--- src/rtl/pcl_pkg.sv ---
// Shared definitions for the partitioned convolution layer.
// Holds default sizes, action codes, width helpers and controller/datapath structs.
// No dependencies.
package pcl_pkg;

    // Default layer geometry
    localparam int DEF_OUT_CHANNELS  = 20;
    localparam int DEF_IN_CHANNELS   = 1;
    localparam int DEF_KERNEL        = 5;
    localparam int DEF_IN_SIZE       = 28;
    localparam int DEF_ROWS_PER_PART = 12;
    localparam int DEF_PARTS         = 2;

    // Fixed field widths
    localparam int ACTION_W = 2;
    localparam int INDEX_W  = 10;
    localparam int DATA_W   = 32;
    localparam int COORD_W  = 5;
    localparam int PROD_W   = 2 * DATA_W;
    localparam int ACC_W    = 64;
    localparam int FRAC_W   = 16;

    // Action codes
    localparam logic [ACTION_W-1:0] ACT_WEIGHT = 2'd0;
    localparam logic [ACTION_W-1:0] ACT_BIAS   = 2'd1;
    localparam logic [ACTION_W-1:0] ACT_PIXEL  = 2'd2;
    localparam logic [ACTION_W-1:0] ACT_EMIT   = 2'd3;

    // Bits needed to index n entries (at least one)
    function automatic int cw(input int n);
        cw = (n > 1) ? $clog2(n) : 1;
    endfunction

    // Commands from controller to datapath
    typedef struct packed {
        logic idle;      // controller can take an input transfer
        logic setup;     // latch coordinates, bases, advance cursor
        logic issue;     // read one weight/pixel pair
        logic load_out;  // move final sum into the output register
    } pcl_cmd_t;

    // Status from datapath to controller
    typedef struct packed {
        logic part_empty;  // current partition has no outputs
        logic issue_last;  // current read is the last term
        logic pipe_busy;   // products still in flight
        logic out_busy;    // output register held this cycle
    } pcl_status_t;

endpackage

--- src/rtl/pcl_ctrl.sv ---
// Controller state machine for the convolution layer.
// Depends on pcl_pkg for command/status structs and action codes.
module pcl_ctrl (
    input  logic                              clk,
    input  logic                              rst_n,
    input  logic                              in_valid,
    input  logic [pcl_pkg::ACTION_W-1:0]      action,
    input  pcl_pkg::pcl_status_t              status,
    output pcl_pkg::pcl_cmd_t                 cmd
);

    localparam logic [1:0] ST_IDLE  = 2'd0;
    localparam logic [1:0] ST_SETUP = 2'd1;
    localparam logic [1:0] ST_RUN   = 2'd2;
    localparam logic [1:0] ST_DRAIN = 2'd3;

    logic [1:0] state_reg;
    logic [1:0] state_next;
    logic       emit_go;

    // Start a computation on an emit transfer for a non-empty partition
    assign emit_go = (state_reg == ST_IDLE) && in_valid && (action == pcl_pkg::ACT_EMIT)
                     && !status.part_empty;

    // Next state
    always_comb
    begin
        state_next = state_reg;
        case (state_reg)
            ST_IDLE:
            begin
                if (emit_go)
                begin
                    state_next = ST_SETUP;
                end
            end
            ST_SETUP:
            begin
                state_next = ST_RUN;
            end
            ST_RUN:
            begin
                if (status.issue_last)
                begin
                    state_next = ST_DRAIN;
                end
            end
            ST_DRAIN:
            begin
                if (!status.pipe_busy && !status.out_busy)
                begin
                    state_next = ST_IDLE;
                end
            end
            default:
            begin
                state_next = ST_IDLE;
            end
        endcase
    end

    // State register
    always_ff @(posedge clk or negedge rst_n)
    begin
        if (!rst_n)
        begin
            state_reg <= ST_IDLE;
        end
        else
        begin
            state_reg <= state_next;
        end
    end

    // Decode commands
    always_comb
    begin
        cmd.idle     = (state_reg == ST_IDLE);
        cmd.setup    = (state_reg == ST_SETUP);
        cmd.issue    = (state_reg == ST_RUN);
        cmd.load_out = (state_reg == ST_DRAIN) && !status.pipe_busy && !status.out_busy;
    end

endmodule

--- config.mk ---
export PLATFORM = sky130hd
export DESIGN_NAME = pcl_ctrl
export DESIGN_NICKNAME = d
export VERILOG_FILES = /design/src/rtl/pcl_pkg.sv /design/src/rtl/pcl_ctrl.sv
export SDC_FILE = /design/constraint.sdc
export NUM_CORES = 1
export LEC_CHECK = 0
export BUFFER_PORTS_ARGS = -buffer_cell sky130_fd_sc_hd__buf_2
export CAP_MARGIN = 20
export CORE_AREA = 2 2 39 41
export DETAILED_ROUTE_END_ITERATION = 6
export DIE_AREA = 0 0 41 43
export PLACE_DENSITY = 0.4
export REMOVE_ABC_BUFFERS = 1
export SYNTH_ARGS = -nofsm -noshare
export SYNTH_HDL_FRONTEND = slang
export SYNTH_SLANG_ARGS = --single-unit
export TNS_END_PERCENT = 5
--- constraint.sdc ---
create_clock -name clk -period 2.58 [get_ports clk]
set_input_delay 0.387 -clock clk [delete_from_list [all_inputs] [get_ports clk]]
set_output_delay 0.387 -clock clk [all_outputs]
set_load 0.05 [all_outputs]
# ---- Word-level counts from Yosys, hierarchy flattened
# Cells that the tools add are included.
dict set report classes {
  eq_ne 7
  mux 4
  n_reduce_logical 11
}
# cell count
set ops {}
lappend ops {{$pmux W2 S4} 1}
lappend ops {{$eq A2 B2 Y1 const B} 3}
lappend ops {{$logic_and A1 B1 Y1} 6}
lappend ops {{$mux W2} 3}
lappend ops {{$ne A2 B2 Y1 const B} 2}
lappend ops {{$logic_not A1 Y1} 3}
lappend ops {{$reduce_and A3 Y1} 1}
lappend ops {{$eq A2 B1 Y1 const B} 1}
lappend ops {{$logic_not A2 Y1} 1}
lappend ops {{$ne A2 B1 Y1 const B} 1}
dict set report word_totals {
  wordCells 23
  out_inout_bits 4
  regBits 2
}

# ---- Logic depth before layout (Yosys ltp)
dict set report depth {
  word_depth 6
  ltp_mapped 4
  depth_no_buf 4
}

# ---- Worst setup path after synthesis
# OpenSTA, ideal clock, no wires.
dict set report synth_path {
  kind {register -> output}
  from {register state_reg[1]}
  to {output cmd[0] (netlist bit)}
  path_slack_ns 0.515
  arrival_time_ns 1.678
  n_path_buf 0
  path_stages_with_launch 3
  t_required_ns 2.193
  path_cell_list {dfrtp_1 ha_1 nor3b_1}
}
# item line
set synth_lines {}
lappend synth_lines {{from (decl)} pcl_ctrl.sv:17} ;# logic [1:0] state_reg;
lappend synth_lines {{from (signal assigned)} pcl_ctrl.sv:71} ;# state_reg <= state_next;
lappend synth_lines {{to (decl)} pcl_ctrl.sv:9} ;# output pcl_pkg::pcl_cmd_t cmd

==> summary.md <==
The total count of max-transition violations in the final report was 0; the clock latency on the worst-skew pair was 220 ps. Data arrives at the worst endpoint at 1280 ps. The floorplan has 14 rows. For the first-pass iteration count of the detailed router, the log shows 1. The mean number of vias per cell came out at 3.84. TritonCTS built the clock tree. The flow ran to the end, and the final reports show no timing, DRC or antenna violations. Setup repair after global routing left no endpoint under its margin. The share of the synthesized area in the top cell type is 0.336. For this design the static power due to leakage is 0.166 nW. The global-route wire length before repair was 731 µm. Post-CTS repair changed the size of 0 cells. Across the VDD grid, the largest voltage drop is 402 µV. The utilization after layout was 0.216. The number of hold violations in the final report was 0. The initial antenna violation count came out at 0.

Across all layers, the routed design uses 188 vias. The count of max-cap constraint violations was 0; the number of input and output port buffers inserted was 12. Summing all placed instances gives a cell area of 267 µm². The setup path with the least slack is of type reg2out. The synthesized design spends more area on one cell type than any other, namely sky130_fd_sc_hd__ha_1. Excluding fillers, the count of instances in the completed layout stands at 49. In the final timing run, aggregate negative setup slack is 0 ps. The largest driver fanout on the critical path is 4. The remaining global-route overflow was 0; the count of synthesis-stage warnings from yosys was 0.

Share of cells above drive strength 1: 0.485. The top cell types in the final layout, fill and taps aside, are 12 x sky130_fd_sc_hd__buf_2, 5 x sky130_fd_sc_hd__ha_1, 3 x sky130_fd_sc_hd__inv_1, 3 x sky130_fd_sc_hd__clkbuf_4, 2 x sky130_fd_sc_hd__dfrtp_1. The register cell area after layout was 50.0 µm². Number of placed instances, taps included: 45.

The hold-fix buffer count after cts is 1. The floorplan step defined a die boundary enclosing 1760 µm². The first routing iteration left 0 violations. The longest clock path from root to sink contains 2 buffers. The floorplan step set the die height to 43 µm.

For the number of nets in the layout, the log shows 49. The relative area change from synthesis to final layout works out to 60.4%. The startpoint of the worst register-to-register path is state_reg[0]. The remaining routing DRC violations came out at 0. Setup violations remaining at the end of the flow were counted as 0. The register with the most flip-flops in the layout has 2 of them.

Ranked by total cell area, the synthesized netlist is headed by sky130_fd_sc_hd__ha_1 34%, sky130_fd_sc_hd__dfrtp_1 27%, sky130_fd_sc_hd__mux2_4 8.1%. For the combined global-route utilization of all metal layers, the log shows 0.0653. The routed wirelength normalized by instance count came out at 9.55 µm. Detailed placement finished with a half-perimeter wire length of 378 µm. The worst setup path is launched from a flop. The power per standard cell area was 1360 nW/µm²; the post-synthesis cell area was 186 µm².

End of the worst register-to-register path: state_reg[1]. For the final wirelength, the log shows 468 µm. The data required time of the worst path was 2190 ps; the effective utilization at floorplan was 0.135. In this run the post-CTS setup repair buffer count came out at 0. The run gives 600 MHz as the fmax. The worst slew margin relative to its limit is 0.743, and the largest net degree at the start of global routing is 5. In the synthesized netlist, the number of instances is 17. The most frequent standard cell in the layout excluding fill and tap cells is sky130_fd_sc_hd__buf_2. The logs give 299 µm² for the final instance area and 0 for the remaining antenna violation count after routing.

H-tree depth reported by CTS: 1. Endpoint type of the worst setup path: an output pin. The clock drives 2 sinks. After clock tree synthesis, the clock-pin slew on the worst setup and hold paths is 30 ps.

The repair_antennas step left the layout with diodes totalling 0. The overall die width came out at 41 µm. For the routability congestion estimate, the log shows 0.621. For the pin with the worst max-slew slack, the measured transition is 376 ps. The register-to-register setup slack is 1080 ps, and the footprint of the multi-input gates is 125 µm². The filler cells instantiated in the layout total 164.

For this design the top-level I/O count stands at 13. Overall power consumption after layout is estimated at 406 µW. Area of the placeable core: 1380 µm². The sequential element share of the synthesized area was 0.268; the maximum clock skew at final layout was 2.00 ps. The minimum period implied by the final worst setup slack came out at 1670 ps.

The via count of the first global-routing pass was 212; the synthesis-stage register bit count was 2. The depth of the most critical reg-to-reg path was 4; the total clock buffers created by CTS was 3. After synthesis, the mean cell area works out to 11.0 µm². The final worst-path cycle share works out to 0.646. The run gives 10 as the number of distinct library cell variants in the gate-level netlist after synthesis. The root buffer cell chosen for the clock tree is sky130_fd_sc_hd__clkbuf_4. The worst hold path belongs to the class in2async.
power by group:
part | switching [mW] | leakage (nW) | total (mW) | internal, mW
registers | 0.0170 | 0.0233 | 0.0671 | 0.0501
clock network | 0.0170 | 0.0138 | 0.0682 | 0.0513
logic | 0.173 | 0.129 | 0.271 | 0.0982
total | 0.206 | 0.166 | 0.406 | 0.200
cell usage after synthesis:
cell,number
sky130_fd_sc_hd__nand4b_1,1
sky130_fd_sc_hd__o21a_1,1
sky130_fd_sc_hd__mux2_4,1
sky130_fd_sc_hd__a2111oi_0,1
sky130_fd_sc_hd__dfrtp_1,2
sky130_fd_sc_hd__a221o_1,1
sky130_fd_sc_hd__a21oi_1,1
sky130_fd_sc_hd__inv_1,3
sky130_fd_sc_hd__ha_1,5
sky130_fd_sc_hd__nor3b_1,1
worst max path at each step:
stage                       from           end  cells after the start
finish              state_reg[1]        cmd[0]                      3
global route        state_reg[1]        cmd[0]                      3
CTS                 state_reg[1]        cmd[0]                      3
detailed placement  state_reg[0]  state_reg[1]                      4
global placement    state_reg[0]  state_reg[1]                      4
floorplan           state_reg[1]        cmd[0]                      2
worst max-delay path: stages, from the launching register on:
cell,delay [ps]
sky130_fd_sc_hd__dfrtp_1,390
sky130_fd_sc_hd__ha_1,180
sky130_fd_sc_hd__nor3b_1,190
sky130_fd_sc_hd__buf_2,290
cell type report:
type                    count  area share
repair buffers             13       0.234
well taps                  16      0.0669
inverters                   3      0.0377
flip-flops and latches      2       0.167
clock buffers               3      0.0753
multi-input cells          12       0.418
kinds of logic (layout without fill, tap and decap cells):
logic type | Yosys count | count (layout) | synth area share
compound gates | 4 | 4 | 0.168
fa+ha+maj | 5 | 5 | 0.336
buf+inv | 3 | 19 | 0.0604
flops | 2 | 2 | 0.268
mux | 1 | 1 | 0.0805
simple gates | 2 | 2 | 0.0873
metal layers:
metal,global-route usage,vias up,wire (µm)
met5,0,-,0
met3,0.0314,0,85
met2,0.0938,13,187
li1,-,93,-
met1,0.0645,82,194
met4,0.0600,0,0
through the flow:
step | hold WS (ps) | setup slack (ps)
finish | 474 | 913
global placement | 176 | 1090
global route | 492 | 857
detailed placement | 174 | 1070
CTS | 463 | 914
floorplan | 91.4 | 515
No activity file was read; power rests on OpenSTA's default activity.
